===== src/rtl/core/fwsm_pkg.sv =====
`default_nettype none
package fwsm_pkg;

    localparam int CNT_W          = 16;
    localparam int SPEED_W        = 16;
    localparam int PROD_W         = 2 * CNT_W;
    localparam int CFG_W          = 16;
    localparam int NUM_WHEELS_DEF = 4;

    localparam logic [CFG_W-1:0] NUMERATOR_RST   = 16'd1904;
    localparam logic [CFG_W-1:0] DENOMINATOR_RST = 16'd125;

    // configuration register indexes
    localparam logic CFG_NUMERATOR   = 1'b0;
    localparam logic CFG_DENOMINATOR = 1'b1;

    // input transaction kinds
    localparam logic OP_EDGE = 1'b0;
    localparam logic OP_TICK = 1'b1;

    // one memory row per wheel
    typedef struct packed {
        logic             dir;
        logic [CNT_W-1:0] rev;
        logic [CNT_W-1:0] fwd;
    } row_t;

    localparam int ROW_W = $bits(row_t);

    typedef enum logic [6:0] {
        S_IDLE    = 7'b0000001,
        S_EDGE_WR = 7'b0000010,
        S_TICK_LD = 7'b0000100,
        S_TICK_MUL = 7'b0001000,
        S_TICK_DIV = 7'b0010000,
        S_TICK_WAIT = 7'b0100000,
        S_TICK_OUT = 7'b1000000
    } state_t;

endpackage
`default_nettype wire


===== src/rtl/core/fwsm_ram.sv =====
`default_nettype none
module fwsm_ram #(
    parameter int WIDTH = 8,
    parameter int DEPTH = 4
) (
    input  wire logic                                  clk,
    input  wire logic                                  we,
    input  wire logic [(DEPTH > 1 ? $clog2(DEPTH) : 1)-1:0] waddr,
    input  wire logic [WIDTH-1:0]                      wdata,
    input  wire logic [(DEPTH > 1 ? $clog2(DEPTH) : 1)-1:0] raddr,
    output logic      [WIDTH-1:0]                      rdata
);

    logic [WIDTH-1:0] mem [DEPTH];

    always_ff @(posedge clk)
    begin
        if (we)
        begin
            mem[waddr] <= wdata;
        end
        rdata <= mem[raddr];
    end

endmodule
`default_nettype wire


===== src/rtl/core/fwsm_div.sv =====
`default_nettype none
// 32/16 restoring divider, one quotient bit per cycle.
// A quotient that does not fit 16 bits (zero divisor included) gives all ones.
module fwsm_div (
    input  wire logic                          clk,
    input  wire logic                          rst_n,
    input  wire logic                          start,
    input  wire logic [fwsm_pkg::PROD_W-1:0]   dividend,
    input  wire logic [fwsm_pkg::CNT_W-1:0]    divisor,
    output logic                               done,
    output logic      [fwsm_pkg::SPEED_W-1:0]  quotient
);
    import fwsm_pkg::*;

    localparam int STEP_W = $clog2(SPEED_W);

    logic               busy_reg, busy_next;
    logic               done_reg, done_next;
    logic [STEP_W-1:0]  cnt_reg, cnt_next;
    logic [CNT_W-1:0]   rem_reg, rem_next;
    logic [SPEED_W-1:0] quo_reg, quo_next;
    logic [CNT_W-1:0]   dvs_reg, dvs_next;
    logic [CNT_W:0]     trial;
    logic               fits;

    assign trial = {rem_reg, quo_reg[SPEED_W-1]};
    assign fits  = trial >= {1'b0, dvs_reg};

    always_comb
    begin
        busy_next = busy_reg;
        done_next = 1'b0;
        cnt_next  = cnt_reg;
        rem_next  = rem_reg;
        quo_next  = quo_reg;
        dvs_next  = dvs_reg;
        if (start)
        begin
            dvs_next = divisor;
            cnt_next = '0;
            if (dividend[PROD_W-1:CNT_W] >= divisor)
            begin
                quo_next  = '1;
                done_next = 1'b1;
            end
            else
            begin
                rem_next  = dividend[PROD_W-1:CNT_W];
                quo_next  = dividend[CNT_W-1:0];
                busy_next = 1'b1;
            end
        end
        else if (busy_reg)
        begin
            rem_next = fits ? CNT_W'(trial - {1'b0, dvs_reg}) : trial[CNT_W-1:0];
            quo_next = {quo_reg[SPEED_W-2:0], fits};
            cnt_next = cnt_reg + STEP_W'(1);
            if (cnt_reg == STEP_W'(SPEED_W - 1))
            begin
                busy_next = 1'b0;
                done_next = 1'b1;
            end
        end
    end

    always_ff @(posedge clk or negedge rst_n)
    begin
        if (!rst_n)
        begin
            busy_reg <= 1'b0;
            done_reg <= 1'b0;
            cnt_reg  <= '0;
        end
        else
        begin
            busy_reg <= busy_next;
            done_reg <= done_next;
            cnt_reg  <= cnt_next;
        end
    end

    always_ff @(posedge clk)
    begin
        rem_reg <= rem_next;
        quo_reg <= quo_next;
        dvs_reg <= dvs_next;
    end

    assign done     = done_reg;
    assign quotient = quo_reg;

endmodule
`default_nettype wire


===== src/rtl/core/four_wheel_encoder_speed_meter.sv =====
`default_nettype none
// Encoder pulse-count tachometer for NUM_WHEELS wheels. An input transaction with
// tuser = 0 is an encoder edge: tdata carries the wheel and the direction pin level;
// the level becomes the wheel's direction and the wheel's forward (level 1) or reverse
// (level 0) count goes up by one, wrapping at 16 bits. Edges for a wheel at or beyond
// NUM_WHEELS are dropped. An input transaction with tuser = 1 is a period tick: the
// block sends one output transaction per wheel in wheel order, tlast on the final one,
// with speed = max(fwd, rev) * speed_numerator / speed_denominator, truncated and
// saturated at 65535 (a zero denominator gives 65535), and clears all counts; the
// directions are kept. Counts and directions live in a one-row-per-wheel RAM with
// per-row valid flops, so reset takes effect at once with no clearing pass.
// One transaction at a time. An edge reads the wheel's row and writes it back with one
// count bumped. A tick takes the wheels in turn: read the row and clear its counts, multiply,
// divide bit-serially, then load the output register once it is free of backpressure.
// A new input transaction is taken as soon as the last result is in the output
// register. Write the configuration only while the block is idle.
module four_wheel_encoder_speed_meter #(
    parameter int NUM_WHEELS = fwsm_pkg::NUM_WHEELS_DEF
) (
    input  wire logic                        clk,
    input  wire logic                        rst_n,
    // configuration write port
    input  wire logic                        cfg_we,
    input  wire logic                        cfg_index,
    input  wire logic [fwsm_pkg::CFG_W-1:0]  cfg_wdata,
    // input stream
    input  wire logic                        s_tvalid,
    output logic                             s_tready,
    input  wire logic [7:0]                  s_tdata,   // [1:0] wheel, [2] dir_level
    input  wire logic                        s_tuser,   // [0] operation
    // output stream
    output logic                             m_tvalid,
    input  wire logic                        m_tready,
    output logic      [23:0]                 m_tdata,   // [1:0] wheel_index, [17:2] speed,
                                                        // [18] direction
    output logic                             m_tlast
);
    import fwsm_pkg::*;

    localparam int AW = (NUM_WHEELS > 1) ? $clog2(NUM_WHEELS) : 1;

    state_t                  state_reg, state_next;
    logic [AW-1:0]           addr_reg, addr_next;
    logic                    lvl_reg, lvl_next;
    logic [NUM_WHEELS-1:0]   valid_reg, valid_next;
    logic [CFG_W-1:0]        num_reg, den_reg;

    // payload
    logic [CNT_W-1:0]        big_reg, big_next;
    logic                    dir_reg, dir_next;
    logic [PROD_W-1:0]       prod_reg, prod_next;

    // output register
    logic                    out_valid_reg, out_valid_next;
    logic [1:0]              out_wheel_reg, out_wheel_next;
    logic [SPEED_W-1:0]      out_speed_reg, out_speed_next;
    logic                    out_dir_reg, out_dir_next;
    logic                    out_last_reg, out_last_next;

    // memory and divider hookup
    logic                    ram_we;
    row_t                    ram_wdata;
    logic [AW-1:0]           ram_raddr;
    logic [ROW_W-1:0]        ram_rdata;
    row_t                    cur_row;
    logic                    div_start;
    logic                    div_done;
    logic [SPEED_W-1:0]      div_quot;

    logic                    is_last;
    logic                    out_free;
    logic [AW-1:0]           in_addr;

    fwsm_ram #(
        .WIDTH (ROW_W),
        .DEPTH (NUM_WHEELS)
    ) u_row_ram (
        .clk   (clk),
        .we    (ram_we),
        .waddr (addr_reg),
        .wdata (ram_wdata),
        .raddr (ram_raddr),
        .rdata (ram_rdata)
    );

    fwsm_div u_div (
        .clk      (clk),
        .rst_n    (rst_n),
        .start    (div_start),
        .dividend (prod_reg),
        .divisor  (den_reg),
        .done     (div_done),
        .quotient (div_quot)
    );

    // rows never written since reset read as zero
    assign cur_row  = valid_reg[addr_reg] ? row_t'(ram_rdata) : '0;
    assign is_last  = addr_reg == AW'(NUM_WHEELS - 1);
    assign out_free = !out_valid_reg || m_tready;
    assign in_addr  = (s_tuser == OP_TICK) ? '0 : AW'(s_tdata[1:0]);
    assign s_tready = state_reg == S_IDLE;

    always_comb
    begin
        state_next     = state_reg;
        addr_next      = addr_reg;
        lvl_next       = lvl_reg;
        valid_next     = valid_reg;
        big_next       = big_reg;
        dir_next       = dir_reg;
        prod_next      = prod_reg;
        out_valid_next = out_valid_reg && !m_tready;
        out_wheel_next = out_wheel_reg;
        out_speed_next = out_speed_reg;
        out_dir_next   = out_dir_reg;
        out_last_next  = out_last_reg;
        ram_we         = 1'b0;
        ram_wdata      = cur_row;
        ram_raddr      = addr_reg;
        div_start      = 1'b0;

        unique case (state_reg)
            S_IDLE:
            begin
                ram_raddr = in_addr;
                if (s_tvalid)
                begin
                    addr_next = in_addr;
                    lvl_next  = s_tdata[2];
                    if (s_tuser == OP_TICK)
                    begin
                        state_next = S_TICK_LD;
                    end
                    else if (32'(s_tdata[1:0]) < NUM_WHEELS)
                    begin
                        state_next = S_EDGE_WR;
                    end
                end
            end
            S_EDGE_WR:
            begin
                // read data arrived, bump one count and write back
                ram_we        = 1'b1;
                ram_wdata.dir = lvl_reg;
                if (lvl_reg)
                begin
                    ram_wdata.fwd = cur_row.fwd + CNT_W'(1);
                end
                else
                begin
                    ram_wdata.rev = cur_row.rev + CNT_W'(1);
                end
                valid_next[addr_reg] = 1'b1;
                state_next           = S_IDLE;
            end
            S_TICK_LD:
            begin
                big_next      = (cur_row.fwd > cur_row.rev) ? cur_row.fwd : cur_row.rev;
                dir_next      = cur_row.dir;
                // clear counts, keep direction
                ram_we        = 1'b1;
                ram_wdata.fwd = '0;
                ram_wdata.rev = '0;
                valid_next[addr_reg] = 1'b1;
                state_next    = S_TICK_MUL;
            end
            S_TICK_MUL:
            begin
                prod_next  = PROD_W'(big_reg) * PROD_W'(num_reg);
                state_next = S_TICK_DIV;
            end
            S_TICK_DIV:
            begin
                div_start  = 1'b1;
                state_next = S_TICK_WAIT;
            end
            S_TICK_WAIT:
            begin
                if (div_done)
                begin
                    state_next = S_TICK_OUT;
                end
            end
            S_TICK_OUT:
            begin
                ram_raddr = addr_reg + AW'(1);
                if (out_free)
                begin
                    out_valid_next = 1'b1;
                    out_wheel_next = 2'(addr_reg);
                    out_speed_next = div_quot;
                    out_dir_next   = dir_reg;
                    out_last_next  = is_last;
                    if (is_last)
                    begin
                        state_next = S_IDLE;
                    end
                    else
                    begin
                        addr_next  = addr_reg + AW'(1);
                        state_next = S_TICK_LD;
                    end
                end
            end
            default:
            begin
                state_next = S_IDLE;
            end
        endcase
    end

    always_ff @(posedge clk or negedge rst_n)
    begin
        if (!rst_n)
        begin
            state_reg     <= S_IDLE;
            addr_reg      <= '0;
            lvl_reg       <= 1'b0;
            valid_reg     <= '0;
            out_valid_reg <= 1'b0;
        end
        else
        begin
            state_reg     <= state_next;
            addr_reg      <= addr_next;
            lvl_reg       <= lvl_next;
            valid_reg     <= valid_next;
            out_valid_reg <= out_valid_next;
        end
    end

    // configuration registers
    always_ff @(posedge clk or negedge rst_n)
    begin
        if (!rst_n)
        begin
            num_reg <= NUMERATOR_RST;
            den_reg <= DENOMINATOR_RST;
        end
        else if (cfg_we)
        begin
            case (cfg_index)
                CFG_NUMERATOR:   num_reg <= cfg_wdata;
                CFG_DENOMINATOR: den_reg <= cfg_wdata;
                default:         ;
            endcase
        end
    end

    always_ff @(posedge clk)
    begin
        big_reg       <= big_next;
        dir_reg       <= dir_next;
        prod_reg      <= prod_next;
        out_wheel_reg <= out_wheel_next;
        out_speed_reg <= out_speed_next;
        out_dir_reg   <= out_dir_next;
        out_last_reg  <= out_last_next;
    end

    assign m_tvalid = out_valid_reg;
    assign m_tdata  = {5'b0, out_dir_reg, out_speed_reg, out_wheel_reg};
    assign m_tlast  = out_last_reg;

endmodule
`default_nettype wire

===== config.mk =====
export PLATFORM = sky130hd
export DESIGN_NAME = four_wheel_encoder_speed_meter
export DESIGN_NICKNAME = d
export VERILOG_FILES = /design/src/rtl/core/fwsm_pkg.sv /design/src/rtl/core/fwsm_ram.sv /design/src/rtl/core/fwsm_div.sv /design/src/rtl/core/four_wheel_encoder_speed_meter.sv
export SDC_FILE = /design/constraint.sdc
export NUM_CORES = 1
export LEC_CHECK = 0
export BUFFER_PORTS_ARGS = -buffer_cell sky130_fd_sc_hd__buf_2
export CAP_MARGIN = 20
export CORE_ASPECT_RATIO = 0.5
export CORE_MARGIN = 8
export CORE_UTILIZATION = 60
export DETAILED_ROUTE_END_ITERATION = 12
export GPL_TIMING_DRIVEN = 0
export PLACE_DENSITY = 0.79
export SLEW_MARGIN = 20
export SYNTH_ARGS = -nofsm -noshare
export SYNTH_HDL_FRONTEND = slang
export SYNTH_SLANG_ARGS = --single-unit

===== constraint.sdc =====
create_clock -name clk -period 11.5 [get_ports clk]
set_input_delay 1.725 -clock clk [delete_from_list [all_inputs] [get_ports clk]]
set_output_delay 1.725 -clock clk [all_outputs]
set_load 0.01 [all_outputs]

# Word-level counts from Yosys, hierarchy flattened
# Memory sizes are Yosys's and may differ from the RTL's. A register that Yosys moved wholly into a read port is not among the register bits.
# Index checks and enable logic that the tools add are counted.
# W data, S select, Z words.
# totals
register_bits	170
mem_bits_rw	132
in_bits	31
out_inout_bits	27
elab_cells	108
memories	1
# op_classes
n_addsub	5
multipliers	1
order_cmp	5
eq_ne	14
mux	45
bitwise_logic	2
n_reduce_logical	15
# mem_list
name	depth	word_bits	rd	rd_clocked_by_memory_dff	wr	line_no	text
u_row_ram.mem	4	33	1	1	1	fwsm_ram.sv:14	logic [WIDTH-1:0] mem [DEPTH];
# op_table
cell	n
$mux W16	10
$pmux W32 S2	1
$pmux W7 S6	1
$mux W33	1
$add A16 B1 Y16 const B	2
$mul A16 B16 Y32	1
$mux W7	3
$ge A17 B16 Y1	1
$mux W1	17
$ge A16 B16 Y1	1
$gt A16 B16 Y1	1
$sub A16 B16 Y16	1
$reduce_and A2 Y1	5
$mux W2	4
$mux W4	2
$ne A2 B2 Y1 const B	4
$pmux W2 S2	2
$eq A7 B1 Y1 const B	1
$eq A7 B2 Y1 const B	1
$eq A7 B3 Y1 const B	1
$eq A7 B4 Y1 const B	1
$eq A7 B5 Y1 const B	1
$eq A7 B6 Y1 const B	1
$eq A7 B7 Y1 const B	1
other kinds (19)	23

# Longest topological paths before layout
# logic_depth
word_depth	6
depth_mapped	24
depth_no_buf	22

# By module
# From an unflattened synthesis, not the netlist that was laid out.
# unflattened
hier_cells	1970
area_unflattened_um2	23032.1
# modules_own_cells
mod	n_inst	cells_each	area_per_inst_um2	seq_area_each_um2
four_wheel_encoder_speed_meter	1	1452	14161.1	3264.4
fwsm_ram	1	210	5500.3	4624.4
fwsm_div	1	308	3370.7	1591.5

# Worst setup path after synthesis
# OpenSTA, ideal clock, no wires.
# synth_timing
kind	register to register
from	register num_reg[9]
to	register prod_reg[29] (data pin)
setup_ns	0.266
t_arrival_ns	6.129
t_required_ns	11.234
path_slack_ns	5.105
stages_incl_launch_ff	24
path_buffers	2
period_less_slack_ns	6.395
cell_sequence	dfstp_2 -> clkbuf_1 -> clkbuf_1 -> nand2_1 -> fa_1 -> inv_1 -> fa_1 -> inv_1 -> fa_1 -> inv_1 -> fa_1 -> fa_1 -> inv_1 -> fa_1 -> inv_1 -> ha_1 -> nand2_1 -> nor2_1 -> and4_1 -> a21oi_1 -> o21ai_1 -> o31a_1 -> o41ai_1 -> xnor2_1
# synth_between
elab_chain_cells	1
# synth_lines
item	line_no	text
start: declaration	four_wheel_encoder_speed_meter.sv:46	logic [CFG_W-1:0] num_reg, den_reg;
start signal: assignment	four_wheel_encoder_speed_meter.sv:243	CFG_NUMERATOR: num_reg <= cfg_wdata;
$mul A16 B16 Y32	four_wheel_encoder_speed_meter.sv:169	prod_next = PROD_W'(big_reg) * PROD_W'(num_reg);
end signal: assignment	four_wheel_encoder_speed_meter.sv:254	prod_reg <= prod_next;
end: declaration	four_wheel_encoder_speed_meter.sv:51	logic [PROD_W-1:0] prod_reg, prod_next;
# No other way between the ends.
# A chain may end at the register's enable or synchronous reset.

# Worst setup path after layout
# layout_timing
from	register num_reg[8]
to	register prod_reg[29] (data pin)
# Same word-level chain as after synthesis.

==> results.md <==
- Num CTS Buffers: 31
- Post-synthesis adder-cell area fraction: 0.253
- Clk buf depth: 3
- Routed WL per cell: 19.4 um
- Initial DRC count: 1170
- Synth Area in Compound Gates: 0.0825
- H-tree Lvls: 1
- Total wire length: 55300 um
- Worst hold path stage count: 0
- RSZ-0062 raised after global routing: false
- Area of the multi-input gates: 0.0123 mm^2
- Reg clk slew, reported paths: 0.07 ns
- Cts hold-fix bufs: 0
- Root Driver: clkbuf_16
- Nets: 2673
- Min-delay worst type: reg2reg
- Clk_skew: 0.0134 ns
- Worst slew margin: 0.450
- CP Max Fanout: 10
- ANT cells: 0
- Post-CTS setup buffers: 0
- PostCTS Resize Cnt: 0
- Filler Cell Count: 2949
- Clock Sinks: 335
- Max reg flops: 132
- TNS Setup: 0 ns
- Drt pass-1 iters: 5
- Endpoints failing setup: 0
- Layout area overhead: 8.95%
- CP Data Required Time: 11.85 ns
- Register area: 0.00948 mm^2
- Layout cells sized above 1: 0.0908
- Drt drc: 0
- Initial antenna violation count: 0
- Worst R2R Path Depth: 23
- Number of global-route vias before repair: 16600
- Placer Congestion: 0.972
- Worst Path Arrival: 7.92 ns
- Most common cell after layout, fill and taps aside: inv_1
- Flops & latches, synth: 335
- Warnings, synthesis: 0
- Core region area: 0.0386 mm^2
- EDFF count, synth: 249
- Mean Syn Cell Area: 10.6 um^2
- Ys flop type: edfxtp_1
- Initial core utilization: 0.604
- Most frequent cells in the layout: inv_1, nand2_1, edfxtp_1, fa_1, ha_1
- Largest net degree at the start of global routing: 54
- Status: finished, final reports clean
- I/O Buffers: 47
- Final Non-Filler Cells: 2843
- Largest family of logic cells by synthesized area: adder cells
- Post-route ant nets: 0
- Sequential element share of the synthesized area: 0.406
- Synth Instances: 2196
- Capturing point of the worst reg2reg path: prod_reg[29]$_DFFE_PP_
- Start of the worst register-to-register path: num_reg[8]$_DFFE_PN1P_
- Die Wd: 295 um
- Synth async-reset ratio: 0.158
- CTS tree: done
- Overflow after GRT: 0
- Final slew viol count: 0
- CP Class: reg2reg
- Max Cap Viol: 0
- Hold endpoint: out_speed_reg[1]$_DFFE_PP_
- Proportion of synthesized area in mux cells: 0.0279
- Top-level I/O count: 58
- Yosys cell types: 69
- Final period util: 0.659
- Num rows: 51
- Final hold violations: 0
- Slew @ Worst Pin: 0.821 ns
- Reg-to-reg setup timing slack: 3.93 ns
- Endpoint class of the critical path: flop
- Tmin final: 7.57 ns
- Die Height: 155 um
- Max Clock Freq: 0.132 GHz
- First-pass GRT wire length: 88300 um
- Full die area: 0.0458 mm^2
- Hold_sp: u_div.quotient[1]$_DFFE_PP_
- Dpl hpwl: 42800 um
- Synthesized cell area: 0.0233 mm^2
- Setup crit start kind: flop
- Post-Synth Simple-Gate Area: 0.147
- Worst-Skew Late Latency: 0.60 ns
- Post-Place Cells: 2785
- Vias: 16100
- Total track usage: 0.243
- Vias per cell: 5.66
- Post-Synth XOR/XNOR Area: 0.0169
[metrics by stage]
stage                     instance area, um^2  hold slack (ns)  setup slack, ns   util
after floorplan                         23300            0.400             5.11      -
after global placement                  24200            0.435             4.15  0.628
after detailed placement                24400            0.439             4.08  0.632
after CTS                               25400            0.455             4.04  0.658
after global routing                    25400            0.466             3.69  0.658
final                                   25400            0.451             3.93  0.658
[cells by family (layout without fill, tap and decap cells)]
| family | after synthesis | count (layout) |
|---|---|---|
| and+or+nand+nor | 709 | 709 |
| DFF | 335 | 335 |
| adders and majority gates | 354 | 354 |
| other | 1 | 5 |
| xor gates and xnor gates | 45 | 45 |
| AOI/OAI and AO/OA | 296 | 296 |
| muxes | 59 | 59 |
| buffers and inverters | 397 | 510 |
[worst max-delay path, cell delays in order, from the launching register on]
cell	delay [ns]
dfstp_2	0.52
clkbuf_1	0.49
clkbuf_1	0.54
nand2_1	0.17
fa_1	0.58
inv_1	0.07
fa_1	0.51
inv_1	0.05
fa_1	0.47
inv_1	0.05
fa_1	0.50
fa_1	0.55
inv_1	0.06
fa_1	0.58
inv_1	0.05
ha_1	0.38
nand2_1	0.14
nor2_1	0.06
and4_1	0.21
a21oi_1	0.29
o21ai_1	0.19
o31a_1	0.35
o41ai_1	0.41
xnor2_1	0.11
[routing by layer]
metal,share of wire,up-vias,GRT usage
li1,-,7519,-
met1,0.42,7876,0.313
met2,0.47,553,0.413
met3,0.064,142,0.0417
met4,0.043,0,0.0938
met5,0,-,0
[cell usage after synthesis, drive strengths merged, types with 9 or more instances]
library cell | instances | area [um^2]
a211oi | 41 | 313
a21o | 35 | 263
a21oi | 72 | 360
a31oi | 37 | 231
and2 | 159 | 995
buf | 22 | 148
clkbuf | 74 | 278
dfrtp | 40 | 1000
dfstp | 13 | 342
dfxtp | 33 | 661
edfxtp | 249 | 7480
fa | 195 | 3900
ha | 159 | 1990
inv | 301 | 1130
mux2 | 38 | 428
mux2i | 20 | 200
nand2 | 298 | 1120
nand2b | 13 | 81.3
nand3 | 31 | 168
nand4 | 19 | 125
nor2 | 104 | 393
nor2b | 9 | 56.3
nor3 | 43 | 215
o21a | 10 | 75.1
o21ai | 47 | 235
o31ai | 9 | 67.6
or2 | 10 | 62.6
or3 | 9 | 56.3
xnor2 | 25 | 219
xor2 | 20 | 175
[layout make-up]
type	instances	share of cell area
clock inverters	20	0.00714
well taps	530	0.0261
plain buffers	96	0.0168
repair buffers	55	0.0140
clock buffers	38	0.0332
inverters	301	0.0444
multi-input cells	1468	0.485
flip-flops and latches	335	0.373
[worst max path at each step]
| stage | slack [ns] | depth (start not counted) | startpoint | endpoint |
|---|---|---|---|---|
| final | 3.93 | 23 | num_reg[8]$_DFFE_PN1P_ | prod_reg[29]$_DFFE_PP_ |
| after global placement | 4.15 | 23 | num_reg[8]$_DFFE_PN1P_ | prod_reg[29]$_DFFE_PP_ |
| after global routing | 3.69 | 23 | num_reg[8]$_DFFE_PN1P_ | prod_reg[29]$_DFFE_PP_ |
| after detailed placement | 4.08 | 23 | num_reg[8]$_DFFE_PN1P_ | prod_reg[29]$_DFFE_PP_ |
| after CTS | 4.04 | 23 | num_reg[8]$_DFFE_PN1P_ | prod_reg[29]$_DFFE_PP_ |
| after floorplan | 5.11 | 23 | num_reg[9]$_DFFE_PN1P_ | prod_reg[29]$_DFFE_PP_ |
Power is left out: the tool's default activity adds up to more than one toggle a clock period on the data nets, which glitch-free logic cannot reach.
